`src/hdl/dsgs_pkg.sv`:
```
// Package with the shared types and constants of the date sorted group sum block.
package dsgs_pkg;

    // Field widths of the record and group transfers.
    localparam int YEAR_W   = 14;
    localparam int MONTH_W  = 4;
    localparam int DAY_W    = 5;
    localparam int AMT_W    = 24;
    localparam int TOTAL_W  = 32;
    localparam int KEY_W    = YEAR_W + MONTH_W + DAY_W;

    // Default capacity of the record store.
    localparam int DEF_RECORD_DEPTH = 32;

    // One input record.
    typedef struct packed {
        logic [YEAR_W-1:0]  rec_year;
        logic [MONTH_W-1:0] rec_month;
        logic [DAY_W-1:0]   rec_day;
        logic [AMT_W-1:0]   rec_amount;
        logic               final_record;
    } t_rec;

    // One group result.
    typedef struct packed {
        logic [YEAR_W-1:0]  grp_year;
        logic [MONTH_W-1:0] grp_month;
        logic [DAY_W-1:0]   grp_day;
        logic [TOTAL_W-1:0] grp_total;
        logic               overflow_seen;
        logic               final_group;
    } t_grp;

    // Controller states.
    typedef enum logic {
        ST_LOAD,
        ST_DRAIN
    } t_state;

    // Commands from the controller to the datapath.
    typedef struct packed {
        logic ins;        // insert the incoming record in date order
        logic drop;       // store is full, note a dropped record
        logic shift;      // pop the head record of the sorted row
        logic acc_load;   // start a new group with the head record
        logic acc_add;    // add the head amount to the current group
        logic emit;       // load the output register with the current group
        logic emit_last;  // the emitted group closes the set
        logic clear;      // end of set: empty the group and overflow flag
    } t_cmd;

    // Status from the datapath to the controller.
    typedef struct packed {
        logic full;       // every record slot is taken
        logic any_left;   // sorted records remain to be summed
        logic acc_valid;  // a group is being summed
        logic head_match; // head record has the date of the current group
        logic out_free;   // output register can take a group this cycle
    } t_sts;

endpackage

```
`src/hdl/dsgs_ctrl.sv`:
```
// Controller state machine of the date sorted group sum block.
module dsgs_ctrl (
    input  logic           i_clk,
    input  logic           i_rst_n,
    input  logic           i_rec_valid,
    input  logic           i_final,
    input  dsgs_pkg::t_sts i_sts,
    output dsgs_pkg::t_cmd o_cmd,
    output logic           o_rec_stall
);
    import dsgs_pkg::*;

    t_state r_state;
    t_state n_state;

    // State register.
    always_ff @(posedge i_clk) begin
        if (!i_rst_n) begin
            r_state <= ST_LOAD;
        end else begin
            r_state <= n_state;
        end
    end

    // Next state: a closing record starts the drain, the last group ends it.
    always_comb begin
        n_state = r_state;
        unique case (r_state)
            ST_LOAD: begin
                if (i_rec_valid && i_final) begin
                    n_state = ST_DRAIN;
                end
            end
            ST_DRAIN: begin
                if (!i_sts.any_left && i_sts.out_free) begin
                    n_state = ST_LOAD;
                end
            end
            default: n_state = ST_LOAD;
        endcase
    end

    // Command outputs.
    always_comb begin
        o_cmd       = '0;
        o_rec_stall = 1'b1;
        unique case (r_state)
            ST_LOAD: begin
                o_rec_stall = 1'b0;
                o_cmd.ins   = i_rec_valid && !i_sts.full;
                o_cmd.drop  = i_rec_valid && i_sts.full;
            end
            ST_DRAIN: begin
                if (i_sts.any_left) begin
                    // Same date extends the group; a new date closes the old one.
                    if (i_sts.acc_valid && i_sts.head_match) begin
                        o_cmd.acc_add = 1'b1;
                        o_cmd.shift   = 1'b1;
                    end else if (i_sts.acc_valid) begin
                        if (i_sts.out_free) begin
                            o_cmd.emit     = 1'b1;
                            o_cmd.acc_load = 1'b1;
                            o_cmd.shift    = 1'b1;
                        end
                    end else begin
                        o_cmd.acc_load = 1'b1;
                        o_cmd.shift    = 1'b1;
                    end
                end else if (i_sts.out_free) begin
                    o_cmd.emit      = 1'b1;
                    o_cmd.emit_last = 1'b1;
                    o_cmd.clear     = 1'b1;
                end
            end
            default: o_rec_stall = 1'b1;
        endcase
    end

endmodule

```
`src/hdl/dsgs_datapath.sv`:
```
// Datapath: sorted insertion row, group accumulator and output register.
module dsgs_datapath #(
    parameter int RECORD_DEPTH = dsgs_pkg::DEF_RECORD_DEPTH
) (
    input  logic           i_clk,
    input  logic           i_rst_n,
    input  dsgs_pkg::t_rec i_rec,
    input  dsgs_pkg::t_cmd i_cmd,
    output dsgs_pkg::t_sts o_sts,
    input  logic           i_grp_stall,
    output logic           o_grp_valid,
    output dsgs_pkg::t_grp o_grp
);
    import dsgs_pkg::*;

    localparam int FILL_W = $clog2(RECORD_DEPTH + 1);

    logic [KEY_W-1:0]   r_key [RECORD_DEPTH];
    logic [AMT_W-1:0]   r_amt [RECORD_DEPTH];
    logic [KEY_W-1:0]   n_key [RECORD_DEPTH];
    logic [AMT_W-1:0]   n_amt [RECORD_DEPTH];
    logic [RECORD_DEPTH-1:0] at_or_after;
    logic [FILL_W-1:0]  r_fill;
    logic               r_dropped;
    logic               r_acc_valid;
    logic [KEY_W-1:0]   r_acc_key;
    logic [TOTAL_W-1:0] r_acc_total;
    logic [TOTAL_W:0]   acc_sum;
    logic               r_grp_valid;
    t_grp               r_grp;
    logic [KEY_W-1:0]   new_key;

    assign new_key = {i_rec.rec_year, i_rec.rec_month, i_rec.rec_day};

    // Each slot sees whether it lies at or past the insertion point.
    for (genvar gi = 0; gi < RECORD_DEPTH; gi++) begin : g_slot
        localparam logic [FILL_W-1:0] SLOT_IDX = FILL_W'(gi);
        localparam int NXT = (gi + 1) % RECORD_DEPTH;
        localparam int PRV = (gi + RECORD_DEPTH - 1) % RECORD_DEPTH;

        logic take_next;
        logic take_prev;
        logic take_new;

        assign at_or_after[gi] = (SLOT_IDX >= r_fill) || (r_key[gi] > new_key);

        // Next slot value for an insert or for a pop of the head.
        assign take_next = i_cmd.shift && (gi < RECORD_DEPTH - 1);
        assign take_prev = !i_cmd.shift && i_cmd.ins && (gi > 0) && at_or_after[PRV];
        assign take_new  = !i_cmd.shift && i_cmd.ins && at_or_after[gi];

        assign n_key[gi] = take_next ? r_key[NXT] :
                           take_prev ? r_key[PRV] :
                           take_new  ? new_key    : r_key[gi];
        assign n_amt[gi] = take_next ? r_amt[NXT] :
                           take_prev ? r_amt[PRV] :
                           take_new  ? i_rec.rec_amount : r_amt[gi];
    end

    // Record row registers.
    always_ff @(posedge i_clk) begin
        for (int k = 0; k < RECORD_DEPTH; k++) begin
            r_key[k] <= n_key[k];
            r_amt[k] <= n_amt[k];
        end
    end

    // Fill count and overflow flag.
    always_ff @(posedge i_clk) begin
        if (!i_rst_n) begin
            r_fill    <= '0;
            r_dropped <= 1'b0;
        end else begin
            if (i_cmd.ins) begin
                r_fill <= r_fill + FILL_W'(1);
            end else if (i_cmd.shift) begin
                r_fill <= r_fill - FILL_W'(1);
            end
            if (i_cmd.drop) begin
                r_dropped <= 1'b1;
            end else if (i_cmd.clear) begin
                r_dropped <= 1'b0;
            end
        end
    end

    // Sum of the group total and the head amount, one bit wider to detect overflow.
    assign acc_sum = {1'b0, r_acc_total} + (TOTAL_W + 1)'(r_amt[0]);

    // Group accumulator.
    always_ff @(posedge i_clk) begin
        if (!i_rst_n) begin
            r_acc_valid <= 1'b0;
        end else if (i_cmd.clear) begin
            r_acc_valid <= 1'b0;
        end else if (i_cmd.acc_load) begin
            r_acc_valid <= 1'b1;
        end
    end

    always_ff @(posedge i_clk) begin
        if (i_cmd.acc_load) begin
            r_acc_key   <= r_key[0];
            r_acc_total <= TOTAL_W'(r_amt[0]);
        end else if (i_cmd.acc_add) begin
            r_acc_total <= acc_sum[TOTAL_W] ? '1 : acc_sum[TOTAL_W-1:0];
        end
    end

    // Output register: holds a group until its transfer completes.
    always_ff @(posedge i_clk) begin
        if (!i_rst_n) begin
            r_grp_valid <= 1'b0;
        end else if (i_cmd.emit) begin
            r_grp_valid <= 1'b1;
        end else if (!i_grp_stall) begin
            r_grp_valid <= 1'b0;
        end
    end

    always_ff @(posedge i_clk) begin
        if (i_cmd.emit) begin
            r_grp.grp_year      <= r_acc_key[KEY_W-1 -: YEAR_W];
            r_grp.grp_month     <= r_acc_key[DAY_W +: MONTH_W];
            r_grp.grp_day       <= r_acc_key[DAY_W-1:0];
            r_grp.grp_total     <= r_acc_total;
            r_grp.overflow_seen <= r_dropped;
            r_grp.final_group   <= i_cmd.emit_last;
        end
    end

    assign o_grp_valid = r_grp_valid;
    assign o_grp       = r_grp;

    // Status to the controller.
    assign o_sts.full       = (r_fill == FILL_W'(RECORD_DEPTH));
    assign o_sts.any_left   = (r_fill != '0);
    assign o_sts.acc_valid  = r_acc_valid;
    assign o_sts.head_match = (r_key[0] == r_acc_key);
    assign o_sts.out_free   = !r_grp_valid || !i_grp_stall;

endmodule

```
`src/hdl/date_sorted_group_sum_top.sv`:
```
// Top level of the date sorted group sum block.
//
//  Channel  Direction  Handshake                  Payload
//  record   in         i_rec_valid / o_rec_stall  i_rec (t_rec)
//  group    out        o_grp_valid / i_grp_stall  o_grp (t_grp)
//
// Each record is inserted in date order into a row of registers, so the set is
// already sorted when the closing record arrives. The drain then pops one
// record per cycle from the head of the row into the group accumulator, but
// waits while a finished group cannot enter the stalled group output. The
// record side is stalled during the drain.
// Reset is synchronous and active low; it empties the row and the output.
module date_sorted_group_sum_top #(
    parameter int RECORD_DEPTH = dsgs_pkg::DEF_RECORD_DEPTH
) (
    input  logic           i_clk,
    input  logic           i_rst_n,
    input  logic           i_rec_valid,
    output logic           o_rec_stall,
    input  dsgs_pkg::t_rec i_rec,
    output logic           o_grp_valid,
    input  logic           i_grp_stall,
    output dsgs_pkg::t_grp o_grp
);
    import dsgs_pkg::*;

    t_cmd cmd;
    t_sts sts;

    // Sequencing of load and drain.
    dsgs_ctrl u_ctrl (
        .i_clk       (i_clk),
        .i_rst_n     (i_rst_n),
        .i_rec_valid (i_rec_valid),
        .i_final     (i_rec.final_record),
        .i_sts       (sts),
        .o_cmd       (cmd),
        .o_rec_stall (o_rec_stall)
    );

    // Record row, accumulator and output register.
    dsgs_datapath #(
        .RECORD_DEPTH (RECORD_DEPTH)
    ) u_datapath (
        .i_clk       (i_clk),
        .i_rst_n     (i_rst_n),
        .i_rec       (i_rec),
        .i_cmd       (cmd),
        .o_sts       (sts),
        .i_grp_stall (i_grp_stall),
        .o_grp_valid (o_grp_valid),
        .o_grp       (o_grp)
    );

endmodule

```
`config.mk`:
```
export PLATFORM = sky130hd
export DESIGN_NAME = date_sorted_group_sum_top
export DESIGN_NICKNAME = d
export VERILOG_FILES = /design/src/hdl/dsgs_pkg.sv /design/src/hdl/dsgs_ctrl.sv /design/src/hdl/dsgs_datapath.sv /design/src/hdl/date_sorted_group_sum_top.sv
export SDC_FILE = /design/constraint.sdc
export NUM_CORES = 2
export LEC_CHECK = 0
export BUFFER_PORTS_ARGS = -buffer_cell sky130_fd_sc_hd__buf_2
export CAP_MARGIN = 40
export CORE_MARGIN = 2
export CORE_UTILIZATION = 40
export CTS_CLUSTER_DIAMETER = 50
export DETAILED_ROUTE_END_ITERATION = 12
export GPL_TIMING_DRIVEN = 1
export HOLD_SLACK_MARGIN = 0.08
export PLACE_DENSITY = 0.6
export RECOVER_POWER = 50
export SYNTH_ARGS = -nofsm -noshare
export SYNTH_HDL_FRONTEND = slang
export SYNTH_SLANG_ARGS = --single-unit
```
`constraint.sdc`:
```
create_clock -name i_clk -period 8.2 [get_ports i_clk]
set_input_delay 0.82 -clock i_clk [delete_from_list [all_inputs] [get_ports i_clk]]
set_output_delay 0.82 -clock i_clk [all_outputs]
set_load 0.005 [all_outputs]
```
# [After elaboration in Yosys (flattened, before gate mapping)]
# Memory sizes are Yosys's and may differ from the RTL's.
# Cells that the tools add are included.
[op_classes] add_sub_neg=3 order_cmp=64 eq_ne=3 n_mux=215 bitwise_logic=2 n_reduce_logical=82
[op_table] cell="24-bit 2-to-1 mux" n=96
[op_table] cell="23-bit 2-to-1 mux" n=94
[op_table] cell="23-bit > comparator" n=32
[op_table] cell="5-bit by 6-bit greater-or-equal comparator with 1-bit output, first input constant" n=16
[op_table] cell="4-bit by 6-bit greater-or-equal comparator with 1-bit output, first input constant" n=8
[op_table] cell="1-bit logical AND" n=38
[op_table] cell="32-bit by 24-bit adder with 33-bit output" n=1
[op_table] cell="1-bit logical OR" n=33
[op_table] cell="32-bit 2-to-1 mux" n=1
[op_table] cell="3-bit by 6-bit greater-or-equal comparator with 1-bit output, first input constant" n=4
[op_table] cell="23-bit == test" n=1
[op_table] cell="6-bit 2-to-1 mux" n=3
[op_table] cell="1-bit 2-to-1 mux" n=14
[op_table] cell="1-bit by 6-bit greater-or-equal comparator with 1-bit output, first input constant" n=2
[op_table] cell="2-bit by 6-bit greater-or-equal comparator with 1-bit output, first input constant" n=2
[op_table] cell="2-bit 2-to-1 mux" n=4
[op_table] cell="6-bit by 1-bit adder with 6-bit output, second input constant" n=1
[op_table] cell="6-bit == test, second input constant" n=1
[op_table] cell="3-bit 2-to-1 mux" n=2
[op_table] cell="2-bit nonzero test" n=3
[op_table] cell="6-bit nonzero test" n=1
[op_table] cell="6-bit by 1-bit subtractor with 6-bit output, second input constant" n=1
[op_table] cell="1-bit zero test" n=5
[op_table] cell="2-bit OR reduction" n=2
[op_table] cell="other kinds (3)" n=4
[totals] register_bits=122 ramBits=1504 input_bits=52 out_inout_bits=59 wordCells=385 memories=2
[mem_list] memory="u_datapath.r_amt" words=32 width=24 read_ports=32 rd_clocked_by_memory_dff=0 wr=32 line_no="dsgs_datapath.sv:19" source="logic [AMT_W-1:0] r_amt [RECORD_DEPTH];"
[mem_list] memory="u_datapath.r_key" words=32 width=23 read_ports=32 rd_clocked_by_memory_dff=0 wr=32 line_no="dsgs_datapath.sv:18" source="logic [KEY_W-1:0] r_key [RECORD_DEPTH];"

# [Depth between registers and ports, before layout]
[logic_depth] word_depth=13 depth_mapped=16 mapped_depth_nobuf=11

# [Hierarchy]
# A second synthesis with hierarchy kept.
[hier_totals] cells_unflattened=7760 hier_area_um2=92971.7
[modules_own_cells] module="dsgs_datapath" n_inst=1 cells_each=7744 area_each_um2=92856.6 seq_area_each_um2=48626.6
[modules_own_cells] module="dsgs_ctrl" n_inst=1 cells_each=16 area_each_um2=115.1 seq_area_each_um2=20.0

# [Worst setup path before layout]
# Ideal clock, no wire load.
[synth_path] path_type="input-to-reg" from="input port i_rec[41] (netlist bit)" to="memory u_datapath.r_amt[10][0] (netlist: u_datapath.r_amt[2][48]), enable pin" setup_ps=517 t_arrival_ps=6112 required_ps=7683 path_slack_ps=1571 cell_stages=9 path_buffers=1 cell_sequence="clkbuf_1 inv_1 ha_1 nand4_1 or3_1 o221ai_1 a211oi_1 nor2b_1 o21ai_0"
[synth_rtl] element="start: declaration" line_no="date_sorted_group_sum_top.sv:20" source="input dsgs_pkg::t_rec i_rec,"
[synth_rtl] element="end: declaration" line_no="dsgs_datapath.sv:19"

==> out/qor.yml <==
status:
  status: "finished, violations left"
  violations: "capacitance limit, slew limit"
placement:
  io_buffers: 110
  dp_hpwl_um: 198000
  gp_congestion: 0.912
  placed_cell_area_mm2: 0.101
global_routing:
  grt_use_total_pct: 21.4
  grt_pass1_wl_um: 409000
  grt_max_degree: 261
  grt_pass1_vias: 66926
  antenna_found_initial: 8
  grt-ovfl-total: 0
cells_and_area:
  layout-drive-gt1-share_pct: 7.48
  area_growth_pct: 10.8
  final_cell_area_mm2: 0.107
  fill_cells: 22220
  multi_input_area_mm2: 0.0449
  regArea_mm2: 0.0486
  layout.nets: 9468
worst_setup_path:
  cp-end-kind: "flip-flop"
  r2r_start: "u_datapath.r_fill[1]$_SDFFE_PN0P_"
  ff2ff_path_depth: 11
  cp-endpoint: "u_datapath.r_amt[7][84]$_DFFE_PP_"
  slowest_delay_ns: 2.16
  critPathMaxFanout: 46
  path_cells: "clkbuf_1, inv_1, buf_4, ha_1, nand4_1, nor3_1, o21ai_0, o211ai_1, a21oi_1, nor2_4, clkbuf_1"
  r2r-end: "u_datapath.r_amt[7][14]$_DFFE_PP_"
  path_class: "input port to flip-flop"
  slowest_stage: "clkbuf_1"
  cp_common_cell: "clkbuf_1"
  timing.reg2reg.setup_slack_ns: 1.98
  critical_path.top_delay_family: "buffers and inverters"
  path_depth: 11
  crit_arrival_ns: 6.82
  cp_num_buf_inv: 4
  startpoint: "i_rec[33]"
  worstPathRequired_ns: 8.56
  startpoint_type: "input port"
drt:
  drt_iter0_markers: 7587
  ant_nets: 0
  totalWireLength_um: 271000
  vias: 69410
  drt-pass1-iter-count: 6
  drcViolationCount: 0
  vias_per_cell: 5.78
  wl_per_cell_um: 22.6
synthesis:
  syn-cell-area_mm2: 0.0966
  synth_top_area_share_pct: 50.0
  synthFlopType: "edfxtp_1"
  synth_cell_type_count: 74
  syn_nets: 9608
  syn_inst: 8791
  synth_largest_area_cell: "edfxtp_1"
  netlist_top_cells_area: "edfxtp_1 (50%), mux2i_1 (12%), ha_1 (9.9%)"
  synth-edff-count: 1608
  ys_ff_latch: 1626
  yosysWarningCount: 0
  async_reset_ff_share_pct: 0
  syn-mean-instance-area_um2: 11.0
  synth_seq_area_share_pct: 50.4
sta:
  final_hold_viol_count: 0
  setup_viol: 0
  max_freq_ghz: 0.155
  rsz0062_at_grt: "no"
  slew_headroom_pct: -105
  fin_crit_sh_pct: 78.8
  finalCriticalPeriod_ns: 6.46
  maxSlewViolCount: 770
  tightest_slew_ns: 3.08
  tns_ns: 0
  skew_ns: 0.0297
clocking:
  cts_max_level: 4
  cts-resized-gates: 0
  cts_sinks: 1626
  root_buffer: "clkbuf_16"
  cts_made_buffers: 197
  postCtsSetupBuffers: 0
  cts_tree: "built"
  insertion_delay_ns: 0.84
  cts.reportedPaths.clkPinSlew_ns: 0.06
  cts_buffer_depth: 3
  cts_hold_buffers: 0
floorplan:
  die_x_um: 495
  fp.coreArea_mm2: 0.240
  fp-row-count: 180
  fp.dieH_um: 495
  ioPinCount: 111
  dieArea_mm2: 0.245
  initial_core_util_pct: 40.2
power_and_ir_drop:
  total_power_mw: 33.9
  p_per_area_mw_per_mm2: 317
  vdd_drop_max_uv: 195
  leakage_nw: 42.2
worst_hold_path:
  hp-class: "input port to flip-flop"
job:
  max-cap-violations: 20
==> worst min-delay path by stage <==
stage,start,end,slack [ns],depth (start not counted)
floorplan,u_datapath.r_dropped$_SDFFE_PN0P_,u_datapath.o_grp[1]$_DFFE_PP_,0.41,0
global placement,u_datapath.r_dropped$_SDFFE_PN0P_,u_datapath.o_grp[1]$_DFFE_PP_,0.44,0
detailed placement,u_datapath.r_acc_total[25]$_SDFFE_PP0P_,u_datapath.o_grp[27]$_DFFE_PP_,0.44,0
CTS,i_rec[20],u_datapath.r_amt[7][91]$_DFFE_PP_,0.32,2
global route,i_rec[20],u_datapath.r_amt[7][91]$_DFFE_PP_,0.35,2
finish,i_grp_stall,u_datapath.o_grp_valid$_SDFFE_PN0P_,0.38,3
==> kinds of logic (layout without fill, tap and decap cells) <==
kind of cell / count (synthesis) / in the layout / synth area share (%)
flops: 1626 / 1626 / 50.4
other cells: 0 / 12 / 0
mux: 1200 / 1200 / 12.5
xor+xnor: 47 / 47 / 0.426
fa+ha+maj: 765 / 765 / 9.92
compound gates: 2249 / 2249 / 14.0
buf+inv: 756 / 785 / 3.42
simple gates: 2148 / 2148 / 9.39
==> cell type report <==
type / instances / share of cell area, %
Antenna cell: 12 / 0.0281
Clock buffer: 233 / 4.83
Clock inverter: 135 / 1.34
Inverter: 103 / 0.368
Multi-Input combinational cell: 6409 / 42.0
Sequential cell: 1626 / 45.5
Tap cell: 3185 / 3.73
Timing Repair Buffer: 314 / 2.24
==> cell usage after synthesis (19+ instances only) <==
cell      instances
a21oi_1         281
a221o_1         230
xnor2_1          22
buf_1            44
nor2_1          348
nor3_1           42
nand4_1         174
o21ai_0        1312
edfxtp_1       1608
inv_1           101
nor2b_1          59
mux2_2           47
a31oi_1          38
xor2_1           25
mux2i_1        1153
a21o_1          266
clkbuf_1        358
ha_1            764
buf_2           216
nand3_1          53
a211oi_1         19
nor4_1           29
nand2_1        1373
==> worst reg2reg max path: stages, from the launching register on <==
cell and delay [ns]:
dfxtp_1 0.66, inv_1 0.14, ha_1 0.45, nand2_1 0.29, and2_0 0.26, o21ai_0 0.40, inv_8 0.66, buf_4 0.50
nor2_1 0.09, nand2_1 0.61, clkbuf_1 1.14, clkbuf_1 0.65
==> per-stage QoR <==
stage / utilization (%) / hold WS, ns / instances / setup WS, ns
global route: 44.5 / 0.349 / 12007 / 1.52
global placement: 41.6 / 0.436 / 11610 / 2.37
detailed placement: 41.9 / 0.438 / 11635 / 2.44
finish: 44.5 / 0.385 / 12017 / 1.74
CTS: 44.6 / 0.317 / 12003 / 3.32
floorplan: - / 0.408 / 8791 / 1.57
==> routing by layer <==
layer	track usage (%)	up-vias	part of all wire, %
li1	-	32820	-
met1	33.1	33488	49
met2	30.6	2677	41
met3	3.15	423	7.2
met4	6.56	2	2.9
met5	0	-	0.0048
==> power breakdown <==
| part | internal, mW | total (mW) | switching [mW] | leakage (nW) |
|---|---|---|---|---|
| Sequential | 13.2 | 15.6 | 2.39 | 16.2 |
| Combinational | 3.75 | 9.33 | 5.58 | 22.8 |
| Clock | 5.28 | 8.96 | 3.68 | 3.21 |
| Total | 22.3 | 33.9 | 11.7 | 42.2 |
==> sequential cells by signal, summed over array words and instances (netlist names) <==
register / count
u_ctrl.r_state: 1
u_datapath.r_acc_key: 23
u_datapath.o_grp: 57
u_datapath.o_grp_valid: 1
u_datapath.r_acc_total: 32
u_datapath.r_fill: 6
u_datapath.r_acc_valid: 1
u_datapath.r_amt: 768
u_datapath.r_key: 736
u_datapath.r_dropped: 1
==> placed cells by master (no fill, tap or decap), types with 33 or more instances in the layout <==
cell          n
clkbuf_16   199
clkinv_2     33
nand3_1      44
buf_2        78
edfxtp_1   1608
nor2b_1      59
o21ai_0    1314
clkbuf_1     87
a21o_1      266
ha_1        764
nor2_1      345
nand2_1    1371
mux2i_1    1153
nand4_1     174
mux2_2       45
a31oi_1      37
inv_1       101
buf_4       143
a221o_1     230
a21oi_1     278
nor3_1       42
Note: power is estimated with default switching activity, not from simulation.
